### src/rtl/per_disk_request_queues_with_purge_unit_assert.svh
// ----------------------------------------------------------------------------
// Assertion macros for the per-disk request queue block
// Concurrent checks on clk, disabled while rst is high; empty when ASSERT_OFF.
// ----------------------------------------------------------------------------
`ifndef PER_DISK_REQUEST_QUEUES_WITH_PURGE_UNIT_ASSERT_SVH
`define PER_DISK_REQUEST_QUEUES_WITH_PURGE_UNIT_ASSERT_SVH
`ifndef ASSERT_OFF
`define PDQ_ASSERT(lbl, prop, msg) \
  lbl: assert property (@(posedge clk) disable iff (rst) prop) else $error(msg);
`define PDQ_ASSERT_NEXT(lbl, pre, post, msg) \
  lbl: assert property (@(posedge clk) disable iff (rst) (pre) |=> (post)) else $error(msg);
`else
`define PDQ_ASSERT(lbl, prop, msg)
`define PDQ_ASSERT_NEXT(lbl, pre, post, msg)
`endif
`endif

### src/rtl/pdq_pkg.sv
// ----------------------------------------------------------------------------
// pdq_pkg
// Types, codes and default sizes shared by the per-disk request queue block.
// ----------------------------------------------------------------------------
package pdq_pkg;

  localparam int NUM_DISKS_DEF   = 8;
  localparam int QUEUE_DEPTH_DEF = 16;

  localparam int PID_W    = 16;
  localparam int CMD_W    = 2;
  localparam int DISK_W   = 3;
  localparam int COUNT_W  = 5;
  localparam int STAT_W   = 2;
  localparam int DIU_W    = 4;

  localparam logic [DIU_W-1:0] DISKS_IN_USE_RST = 4'd8;

  typedef enum logic [CMD_W-1:0] {
    CMD_READ     = 2'd0,
    CMD_COMPLETE = 2'd1,
    CMD_PURGE    = 2'd2,
    CMD_NONE     = 2'd3
  } cmd_e;

  typedef enum logic [STAT_W-1:0] {
    STAT_OK   = 2'd0,
    STAT_FULL = 2'd1,
    STAT_BAD  = 2'd2
  } status_e;

  typedef enum logic [1:0] {
    ST_IDLE,
    ST_PURGE,
    ST_EXEC
  } state_e;

  typedef enum logic [2:0] {
    LOP_NONE,
    LOP_READ,
    LOP_COMPLETE,
    LOP_PSTART,
    LOP_PSTEP
  } lane_op_e;

  typedef struct packed {
    lane_op_e         op;
    logic [PID_W-1:0] pid;
  } lane_ctrl_t;

  typedef struct packed {
    logic [CMD_W-1:0]  command;
    logic [DISK_W-1:0] disk;
    logic [PID_W-1:0]  process_id;
  } req_word_t;

  typedef struct packed {
    logic [PID_W-1:0]   served_id;
    logic [PID_W-1:0]   serving_now;
    logic [COUNT_W-1:0] waiting_count;
    logic [STAT_W-1:0]  status;
  } rsp_word_t;

endpackage

### src/rtl/per_disk_request_queues_with_purge_unit.sv
// ----------------------------------------------------------------------------
// per_disk_request_queues_with_purge_unit
// Per-disk serving slots and order-keeping wait queues with purge by pid.
// ----------------------------------------------------------------------------
// Usage:
//   req (valid/ready) carries one command word: read request, completion or
//   purge of a process id. rsp (valid/ready) returns one word per command with
//   the served id, the addressed disk's slot and queue length, and a status.
//   cfg (valid/ready, always ready) writes disks_in_use; write it only while
//   no command is in flight.
// Sequence:
//   Read and complete go from idle through the execute state, which registers
//   the response word; the next command is taken only back in idle. A purge
//   walks every queue cell row in parallel, one cell per cycle, in the purge
//   state, then passes through execute for its response word. No new command
//   is taken until the last one is through. The row length sets how long the
//   purge walk lasts.
// Reset:
//   rst clears all slots and queue lengths and sets disks_in_use to 8.
// Stall:
//   The response sits in an output register; a new command is taken while it
//   waits only if it is being taken in the same cycle.
// ----------------------------------------------------------------------------
`include "per_disk_request_queues_with_purge_unit_assert.svh"

module per_disk_request_queues_with_purge_unit
  import pdq_pkg::*;
#(
  parameter int NUM_DISKS   = NUM_DISKS_DEF,
  parameter int QUEUE_DEPTH = QUEUE_DEPTH_DEF
) (
  input  logic             clk,
  input  logic             rst,
  input  logic             req_valid,
  output logic             req_ready,
  input  req_word_t        req,
  output logic             rsp_valid,
  input  logic             rsp_ready,
  output rsp_word_t        rsp,
  input  logic             cfg_valid,
  output logic             cfg_ready,
  input  logic [DIU_W-1:0] cfg_data
);

  localparam int LEN_W = $clog2(QUEUE_DEPTH + 1);

  state_e           state;
  state_e           state_next;
  req_word_t        item;
  logic [DIU_W-1:0] disks_in_use;
  logic [LEN_W-1:0] purge_cnt;
  logic             accept;
  logic             disk_ok;

  lane_ctrl_t       lane_ctrl [NUM_DISKS];
  logic [PID_W-1:0] lane_slot [NUM_DISKS];
  logic [PID_W-1:0] lane_head [NUM_DISKS];
  logic [LEN_W-1:0] lane_len  [NUM_DISKS];

  logic [PID_W-1:0] sel_slot;
  logic [PID_W-1:0] sel_head;
  logic [LEN_W-1:0] sel_len;
  rsp_word_t        result;
  logic [LEN_W-1:0] res_len;

  assign cfg_ready = 1'b1;
  assign accept    = req_valid && req_ready;
  assign disk_ok   = ({1'b0, item.disk} < disks_in_use) && (32'(item.disk) < NUM_DISKS);

  // Next state.
  always_comb begin
    state_next = state;
    case (state)
      ST_IDLE: begin
        if (accept) begin
          state_next = (req.command == CMD_PURGE) ? ST_PURGE : ST_EXEC;
        end
      end
      ST_PURGE: begin
        if (purge_cnt == '0) begin
          state_next = ST_EXEC;
        end
      end
      ST_EXEC: begin
        state_next = ST_IDLE;
      end
      default: begin
        state_next = ST_IDLE;
      end
    endcase
  end

  // Outputs of the controller: handshake and lane commands.
  always_comb begin
    req_ready = 1'b0;
    for (int d = 0; d < NUM_DISKS; d++) begin
      lane_ctrl[d].op  = LOP_NONE;
      lane_ctrl[d].pid = item.process_id;
    end
    case (state)
      ST_IDLE: begin
        req_ready = !rsp_valid || rsp_ready;
        if (req_valid && (!rsp_valid || rsp_ready) && (req.command == CMD_PURGE)) begin
          for (int d = 0; d < NUM_DISKS; d++) begin
            lane_ctrl[d].op = LOP_PSTART;
          end
        end
      end
      ST_PURGE: begin
        for (int d = 0; d < NUM_DISKS; d++) begin
          lane_ctrl[d].op = LOP_PSTEP;
        end
      end
      ST_EXEC: begin
        for (int d = 0; d < NUM_DISKS; d++) begin
          if (disk_ok && (32'(item.disk) == d)) begin
            if ((item.command == CMD_READ) && (item.process_id != '0)) begin
              lane_ctrl[d].op = LOP_READ;
            end else if (item.command == CMD_COMPLETE) begin
              lane_ctrl[d].op = LOP_COMPLETE;
            end
          end
        end
      end
      default: begin
      end
    endcase
  end

  // Addressed disk's state before this command is applied.
  always_comb begin
    sel_slot = '0;
    sel_head = '0;
    sel_len  = '0;
    for (int d = 0; d < NUM_DISKS; d++) begin
      if (32'(item.disk) == d) begin
        sel_slot = lane_slot[d];
        sel_head = lane_head[d];
        sel_len  = lane_len[d];
      end
    end
  end

  // Response word: mirrors what the addressed lane does in the same cycle.
  always_comb begin
    result.served_id   = '0;
    result.serving_now = sel_slot;
    result.status      = STAT_OK;
    res_len            = sel_len;
    case (item.command)
      CMD_READ: begin
        if (!disk_ok || (item.process_id == '0)) begin
          result.status = STAT_BAD;
        end else if (sel_slot == '0) begin
          result.serving_now = item.process_id;
        end else if (sel_len < LEN_W'(QUEUE_DEPTH)) begin
          res_len = sel_len + 1'b1;
        end else begin
          result.status = STAT_FULL;
        end
      end
      CMD_COMPLETE: begin
        if (!disk_ok) begin
          result.status = STAT_BAD;
        end else begin
          result.served_id = sel_slot;
          if (sel_len != '0) begin
            result.serving_now = sel_head;
            res_len            = sel_len - 1'b1;
          end else begin
            result.serving_now = '0;
          end
        end
      end
      CMD_PURGE: begin
      end
      default: begin
        result.status = STAT_BAD;
      end
    endcase
    result.waiting_count = COUNT_W'(res_len);
    if (!disk_ok) begin
      result.serving_now   = '0;
      result.waiting_count = '0;
    end
  end

  for (genvar d = 0; d < NUM_DISKS; d++) begin : g_lane
    pdq_lane #(
      .QUEUE_DEPTH (QUEUE_DEPTH)
    ) u_lane (
      .clk  (clk),
      .rst  (rst),
      .ctrl (lane_ctrl[d]),
      .slot (lane_slot[d]),
      .head (lane_head[d]),
      .len  (lane_len[d])
    );
  end

  always_ff @(posedge clk) begin
    if (rst) begin
      state        <= ST_IDLE;
      rsp_valid    <= 1'b0;
      disks_in_use <= DISKS_IN_USE_RST;
      purge_cnt    <= '0;
    end else begin
      state <= state_next;
      if (cfg_valid && cfg_ready) begin
        disks_in_use <= cfg_data;
      end
      if (accept) begin
        purge_cnt <= LEN_W'(QUEUE_DEPTH - 1);
      end else if ((state == ST_PURGE) && (purge_cnt != '0)) begin
        purge_cnt <= purge_cnt - 1'b1;
      end
      if (state == ST_EXEC) begin
        rsp_valid <= 1'b1;
      end else if (rsp_ready) begin
        rsp_valid <= 1'b0;
      end
    end
  end

  always_ff @(posedge clk) begin
    if (accept) begin
      item <= req;
    end
    if (state == ST_EXEC) begin
      rsp <= result;
    end
  end

  `PDQ_ASSERT_NEXT(a_accept_busy, accept, (state != ST_IDLE), "command taken but controller idle")
  `PDQ_ASSERT_NEXT(a_exec_word, (state == ST_EXEC), rsp_valid, "no response word after execute")
  `PDQ_ASSERT_NEXT(a_purge_end, ((state == ST_PURGE) && (purge_cnt == '0)), (state == ST_EXEC),
    "purge walk did not end in execute")

endmodule

### src/rtl/pdq_cell.sv
// ----------------------------------------------------------------------------
// pdq_cell
// One queue entry: loads a new pid or takes its right neighbor's pid.
// ----------------------------------------------------------------------------
module pdq_cell
  import pdq_pkg::*;
(
  input  logic             clk,
  input  logic             load,
  input  logic [PID_W-1:0] load_data,
  input  logic             shift,
  input  logic [PID_W-1:0] shift_in,
  output logic [PID_W-1:0] data
);

  // A load wins over a shift: during a purge the tail cell takes the
  // recirculated head while the rest of the row moves toward the head.
  always_ff @(posedge clk) begin
    if (load) begin
      data <= load_data;
    end else if (shift) begin
      data <= shift_in;
    end
  end

endmodule

### src/rtl/pdq_lane.sv
// ----------------------------------------------------------------------------
// pdq_lane
// One disk: serving slot, length counter and a row of queue cells, head first.
// ----------------------------------------------------------------------------
`include "per_disk_request_queues_with_purge_unit_assert.svh"

module pdq_lane
  import pdq_pkg::*;
#(
  parameter  int QUEUE_DEPTH = QUEUE_DEPTH_DEF,
  localparam int LEN_W       = $clog2(QUEUE_DEPTH + 1)
) (
  input  logic             clk,
  input  logic             rst,
  input  lane_ctrl_t       ctrl,
  output logic [PID_W-1:0] slot,
  output logic [PID_W-1:0] head,
  output logic [LEN_W-1:0] len
);

  logic [LEN_W-1:0] rem;
  logic [LEN_W-1:0] rem_next;
  logic [LEN_W-1:0] len_next;
  logic [PID_W-1:0] slot_next;
  logic             shift;
  logic             wr_en;
  logic [LEN_W-1:0] wr_pos;
  logic [PID_W-1:0] wr_data;
  logic [PID_W-1:0] cell_q [QUEUE_DEPTH];

  assign head = cell_q[0];

  always_comb begin
    slot_next = slot;
    len_next  = len;
    rem_next  = rem;
    shift     = 1'b0;
    wr_en     = 1'b0;
    wr_pos    = len;
    wr_data   = ctrl.pid;
    case (ctrl.op)
      LOP_READ: begin
        if (slot == '0) begin
          slot_next = ctrl.pid;
        end else if (len < LEN_W'(QUEUE_DEPTH)) begin
          wr_en    = 1'b1;
          len_next = len + 1'b1;
        end
      end
      LOP_COMPLETE: begin
        if (len != '0) begin
          slot_next = cell_q[0];
          shift     = 1'b1;
          len_next  = len - 1'b1;
        end else begin
          slot_next = '0;
        end
      end
      LOP_PSTART: begin
        rem_next = len;
      end
      LOP_PSTEP: begin
        // Pop the head each step; a survivor goes back in at the tail.
        if (rem != '0) begin
          shift    = 1'b1;
          rem_next = rem - 1'b1;
          if (cell_q[0] != ctrl.pid) begin
            wr_en   = 1'b1;
            wr_pos  = len - 1'b1;
            wr_data = cell_q[0];
          end else begin
            len_next = len - 1'b1;
          end
        end
      end
      default: begin
      end
    endcase
  end

  for (genvar i = 0; i < QUEUE_DEPTH; i++) begin : g_cell
    logic [PID_W-1:0] right;
    if (i == QUEUE_DEPTH - 1) begin : g_tail
      assign right = '0;
    end else begin : g_body
      assign right = cell_q[i+1];
    end
    pdq_cell u_cell (
      .clk       (clk),
      .load      (wr_en && (wr_pos == LEN_W'(i))),
      .load_data (wr_data),
      .shift     (shift),
      .shift_in  (right),
      .data      (cell_q[i])
    );
  end

  always_ff @(posedge clk) begin
    if (rst) begin
      slot <= '0;
      len  <= '0;
      rem  <= '0;
    end else begin
      slot <= slot_next;
      len  <= len_next;
      rem  <= rem_next;
    end
  end

  `PDQ_ASSERT(a_len_bound, (len <= LEN_W'(QUEUE_DEPTH)), "queue length above depth")
  `PDQ_ASSERT(a_rem_bound, (rem <= len), "purge walk count above queue length")
  `PDQ_ASSERT_NEXT(a_purge_shrinks, (ctrl.op == LOP_PSTEP), (len <= $past(len)),
    "purge step grew a queue")

endmodule

### config.mk
export PLATFORM = sky130hd
export DESIGN_NAME = per_disk_request_queues_with_purge_unit
export DESIGN_NICKNAME = d
export VERILOG_FILES = /design/src/rtl/pdq_pkg.sv /design/src/rtl/per_disk_request_queues_with_purge_unit.sv /design/src/rtl/pdq_cell.sv /design/src/rtl/pdq_lane.sv
export VERILOG_INCLUDE_DIRS = /design/src /design/src/rtl
export SDC_FILE = /design/constraint.sdc
export NUM_CORES = 2
export LEC_CHECK = 0
export BUFFER_PORTS_ARGS = -buffer_cell sky130_fd_sc_hd__buf_2
export CAP_MARGIN = 10
export CORE_MARGIN = 2
export CORE_UTILIZATION = 42
export CTS_CLUSTER_DIAMETER = 120
export CTS_CLUSTER_SIZE = 24
export DETAILED_ROUTE_END_ITERATION = 16
export MAX_ROUTING_LAYER = met4
export PLACE_DENSITY = 0.55
export SYNTH_ARGS = -nofsm -noshare
export SYNTH_HDL_FRONTEND = slang
export SYNTH_SLANG_ARGS = --single-unit
### constraint.sdc
create_clock -name clk -period 5.3 [get_ports clk]
set_input_delay 0.53 -clock clk [delete_from_list [all_inputs] [get_ports clk]]
set_output_delay 0.53 -clock clk [all_outputs]
set_load 0.005 [all_outputs]
[Word level (Yosys, flattened, before mapping)]
Cells that the tools add are included.
Storage, ports and cells
  word-level logic and storage cells: 1313
  flip-flop bits (word level): 2328
  bits of input ports: 30
  output and inout port bits: 42
Cells by class
  reduce and logical (&&, ||, !) cells: 367
  multiplexer cells: 523
  eq/ne operators: 222
  $lt $le $gt $ge: 10
  add/subtract/negate cells: 27
Operators with widths (number)
  $mux 16: 316
  $mux 5: 84
  $eq 5x4->1 const B: 64
  $reduce_bool 2->1: 146
  $pmux 16 s2: 9
  $eq 5x3->1 const B: 32
  $logic_not 16->1: 10
  $logic_and 1x1->1: 141
  $ne 16x16->1: 8
  $pmux 5 s3: 8
  $pmux 5 s2: 9
  $reduce_bool 5->1: 18
  $sub 5x1->5 const B: 18
  $eq 5x2->1 const B: 16
  $pmux 3 s3: 8
  $ne 2x1->1 const B: 32
  $eq 3x2->1 const B: 18
  $mux 1: 53
  $reduce_and 6->1: 8
  $add 5x1->5 const B: 9
  $logic_not 5->1: 9
  $lt 5x5->1 const B: 9
  $eq 5x1->1 const B: 8
  $eq 3x3->1 const B: 12
  19 further kinds: 104

[Depth between registers and ports, before layout]
  word-level depth: 14
  mapped depth: 13
  mapped depth without buffers: 10

[By module]
A second synthesis with hierarchy kept.
Second synthesis, totals
  cells, all modules: 7227
  area total of the unflattened synthesis: 118635.0 um^2
By module, submodules not included
  pdq_cell: times used 128, area each 732.0 um^2, cells each 35
  pdq_lane: times used 8, area each 2363.5 um^2, cells each 267
  per_disk_request_queues_with_purge_unit: times used 1, area each 6037.0 um^2, cells each 611

[Least setup slack after synthesis]
No wires, ideal clock.
  path kind: register -> register
  start point: reg state[0]
  end point: reg g_lane[2].u_lane.g_cell[12].u_cell.data[0] (enable)
  clock period less this slack: 4.169 ns
  stages on the path, launching flop included: 10
  slack: 1.131 ns
  arrival time: 3.704 ns
  required time: 4.835 ns
  cells stage by stage: dfxtp_1 nand2b_1 clkbuf_1 clkinv_1 o2111ai_1 clkbuf_1 a21oi_1 nor2_1 buf_1 o21ai_0
On the way
  cells in the longest elaborated chain, start to end: 7
Ends and longest elaborated chain
  start, declared: RTL line per_disk_request_queues_with_purge_unit.sv:47  | state_e state;
  start signal, assigned: RTL line per_disk_request_queues_with_purge_unit.sv:208  | state <= state_next;
  $eq 2x2->1 (tied with other cells): RTL line per_disk_request_queues_with_purge_unit.sv:100  | case (state)
  $pmux 3 s3 (*): RTL line per_disk_request_queues_with_purge_unit.sv:100
  $eq 3x3->1: RTL line pdq_lane.sv:41  | case (ctrl.op)
  $mux 5: RTL line pdq_lane.sv:41
  $eq 5x4->1: RTL line pdq_lane.sv:90  | .load (wr_en && (wr_pos == LEN_W'(i))),
  $logic_and 1x1->1: RTL line pdq_lane.sv:90
  $reduce_bool 2->1 (no source line) (*)
  end signal, assigned: RTL line pdq_cell.sv:20  | data <= load_data;
  end signal, assigned: RTL line pdq_cell.sv:22  | data <= shift_in;
  end, declared: RTL line pdq_cell.sv:13  | output logic [PID_W-1:0] data
Every way passes the cells marked *; elsewhere a longest branch is shown, timed or not.
A chain may end at the register's enable or synchronous reset.

[Worst setup path in the final report]
  start point: reg item[18] (netlist name)
  end point: reg rsp[2] (netlist name), data pin
On the way
  cells in the longest elaborated chain, start to end: 14
Ends and longest elaborated chain
  start, declared: RTL line per_disk_request_queues_with_purge_unit.sv:49  | req_word_t item;
  start signal, assigned: RTL line per_disk_request_queues_with_purge_unit.sv:227  | item <= req;
  $logic_not 3->1: RTL line per_disk_request_queues_with_purge_unit.sv:136  | if (32'(item.disk) == d) begin
  $mux 5 (8 in series): RTL line per_disk_request_queues_with_purge_unit.sv:136
  $add 5x1->5 / $lt 5x5->1 (equally long branches): RTL line per_disk_request_queues_with_purge_unit.sv:157, per_disk_request_queues_with_purge_unit.sv:156
  $mux 5: RTL line per_disk_request_queues_with_purge_unit.sv:156  | end else if (sel_len < LEN_W'(QUEUE_DEPTH)) begin
  $mux 5: RTL line per_disk_request_queues_with_purge_unit.sv:154  | end else if (sel_slot == '0) begin
  $mux 5: RTL line per_disk_request_queues_with_purge_unit.sv:152  | if (!disk_ok || (item.process_id == '0)) begin
  $pmux 5 s2: RTL line per_disk_request_queues_with_purge_unit.sv:150  | case (item.command)
  end signal, assigned: RTL line per_disk_request_queues_with_purge_unit.sv:230  | rsp <= result;
  end, declared: RTL line per_disk_request_queues_with_purge_unit.sv:39  | output rsp_word_t rsp,
Several ways; a longest one is shown, not always the timed one.

==> impl_metrics.yaml <==
grt:
  gr-usage-all-layers: 0.212
  grt_util_met3: 0.0333
  grt_pass1_vias: 61300
  antenna_found_initial: 17
  grt_pass1_wl_mm: 416
  met2_usage: 0.325
  groute.layer.met1.usage: 0.293
  gr-total-overflow: 0
  top_usage_layer: "met2"
  grt_max_degree: 126
synthesis:
  ys_seq_area_frac: 0.616
  synthCells: 7284
  yosysWarnings: 0
  synth.net_count: 7346
  synthArstFlopShare: 0
  synthFlopType: "edfxtp_1"
  synth.distinct_cells: 103
  synth_edf_count: 2108
  syn_avg_cell_area_um2: 15.1
  syn-cell-area_um2: 110000
  ys_seq_elements: 2328
sta:
  finalSetupViolations: 0
  max_freq_mhz: 204
  tns_ns: 0
  finalCritPeriodShare: 0.927
  hold_viol_final: 0
  slew_headroom: 0.120
  drv_slew: 0
  finalCriticalPeriod_ns: 4.91
  tightest_slew_ns: 1.32
  final.setup.worst_slack_ns: 0.387
  rsz0062_at_grt: "false"
  fin_skew_ns: 0.0701
setup_path:
  endpoint_kind: "register"
  critical_path_required_ns: 5.85
  worst-setup-path-type: "register to register"
  crit_fanout: 42
  arrival_ns: 5.46
  start_kind: "register"
floorplan:
  dieArea_um2: 266000
  chipHeight_um: 516
  ios: 72
  die_w_um: 516
  rows: 187
  core_um2: 260000
  start_util: 0.423
power:
  vdd_drop_max_mv: 0.261
  p_leak_nw: 37.7
  fin_total_pwr_mw: 31.7
  power.density_nw_per_um2: 270
placed_design:
  gp_congestion: 1.00
  portBuffers: 70
  hpwl_mm: 192
  place_ws_ns: 0.704
route:
  antenna_left: 0
  vias: 61900
  drt_first_pass_iters: 6
  avgViaCountPerCell: 5.74
  drtIter0Drc: 6749
  drc: 0
  post_drt_wl_per_cell_um: 25.7
  drt-total-wl_mm: 277
final_layout:
  drive_above_1_share: 0.359
  final_common_cell: "edfxtp_1"
  nets: 7273
  final_cell_mix: "edfxtp_1, mux2_2, buf_4, nor2_1, nand2_1"
  area_growth_pct: 6.97
cts:
  cts_setup_buffers: 0
  cts_buffer_depth: 3
  h-tree-depth: 3
  cts-root-buf: "clkbuf_16"
  clkLatencyLatePin_ns: 0.83
  clk_pin_slew_ns: 0.10
  clock_sinks: 2328
  cts_tree: "done"
  cts_made_buffers: 108
run_status:
  status: "complete, no violations"
min_path:
  hp-class: "primary input to register"
run:
  cap_viol_max_count: 0
cell usage after synthesis (all sizes together), types with 85 or more instances:
cell | n | area [µm²]
a211oi | 120 | 923
nor4 | 90 | 642
mux2 | 2043 | 23200
buf | 278 | 1880
xor2 | 139 | 1220
a21oi | 114 | 578
clkbuf | 312 | 1170
nand2b | 90 | 571
dfxtp | 220 | 4400
o21ai | 113 | 581
nand2 | 238 | 911
nor2 | 321 | 1440
and3 | 92 | 576
edfxtp | 2108 | 63300
nand3 | 85 | 440
a22oi | 120 | 901
repair_timing:
action                                  4_1_cts  5_1_grt
resized for setup                             0        0
endpoints found under the setup margin        0        0
hold buffers                                 27        0
endpoints found under the hold margin        23        0
worst max-delay path: stages, from the launching register on:
cell,delay (ns)
edfxtp_1,0.38
buf_4,0.48
nand2b_1,0.67
o21ai_0,0.22
o32ai_1,1.12
nand4_1,0.30
nor4_4,0.68
buf_4,0.35
o21ai_0,0.18
mux2i_1,0.22
per-stage QoR:
step                      instance area (µm²)  instances  utilization  hold WS (ns)
after floorplan                        110000       7284            -         0.440
after global placement                 114000      10600        0.439         0.456
after detailed placement               114000      10600        0.439         0.464
after CTS                              118000      10800        0.452     0.0000874
after global routing                   118000      10800        0.452        0.0150
final                                  118000      10800        0.452        0.0954
cells by family (layout without fill, tap and decap cells):
| group | count (synthesis) | in the layout | share of synthesized area |
|---|---|---|---|
| flops | 2328 | 2328 | 0.616 |
| compound gates | 737 | 737 | 0.0505 |
| fa+ha+maj | 32 | 32 | 0.00364 |
| simple gates | 1223 | 1223 | 0.0600 |
| mux | 2153 | 2153 | 0.227 |
| other cells | 1 | 18 | 0.0000341 |
| xor+xnor | 160 | 160 | 0.0127 |
| buf+inv | 650 | 636 | 0.0298 |
path summary, 6_finish.rpt:
check | slack [ns] | cells after the start | end | from
min | 0.1 | 1 | item[17] | req[17]
max reg2reg | 0.39 | 9 | rsp[2] | item[18]
max | 0.39 | 9 | rsp[2] | item[18]
min reg2reg | 0.48 | 1 | g_lane[1].u_lane.rem[4] | g_lane[1].u_lane.rem[4]
registers in the layout, summed over array words and instances (netlist names):
register / count
disks_in_use: 4
g_lane.u_lane.g_cell.u_cell.data: 2048
g_lane.u_lane.len: 40
g_lane.u_lane.rem: 40
g_lane.u_lane.slot: 128
item: 21
purge_cnt: 5
rsp: 39
rsp_valid: 1
state: 2
power by group:
part,total (mW),switching (mW),internal [mW]
clock network,9.77,5.84,3.93
logic,1.98,1.44,0.534
registers,20.0,0.120,19.9
layer usage:
layer | share of wire | vias to the layer above
li1 | - | 27900
met1 | 0.45 | 31600
met2 | 0.46 | 1908
met4 | 0.026 | 0
met5 | 0 | -
met3 | 0.064 | 421
area by class of cell:
class,count,area [µm²]
tap,3496,4370
inverter,60,225
multi-input combinational,4306,39000
clock inverter,10,194
timing repair buffer,407,3100
sequential,2328,67700
fill,22700,142000
clock buffer,159,2920
antenna,17,42.5
No activity file was read; power rests on OpenSTA's default activity.
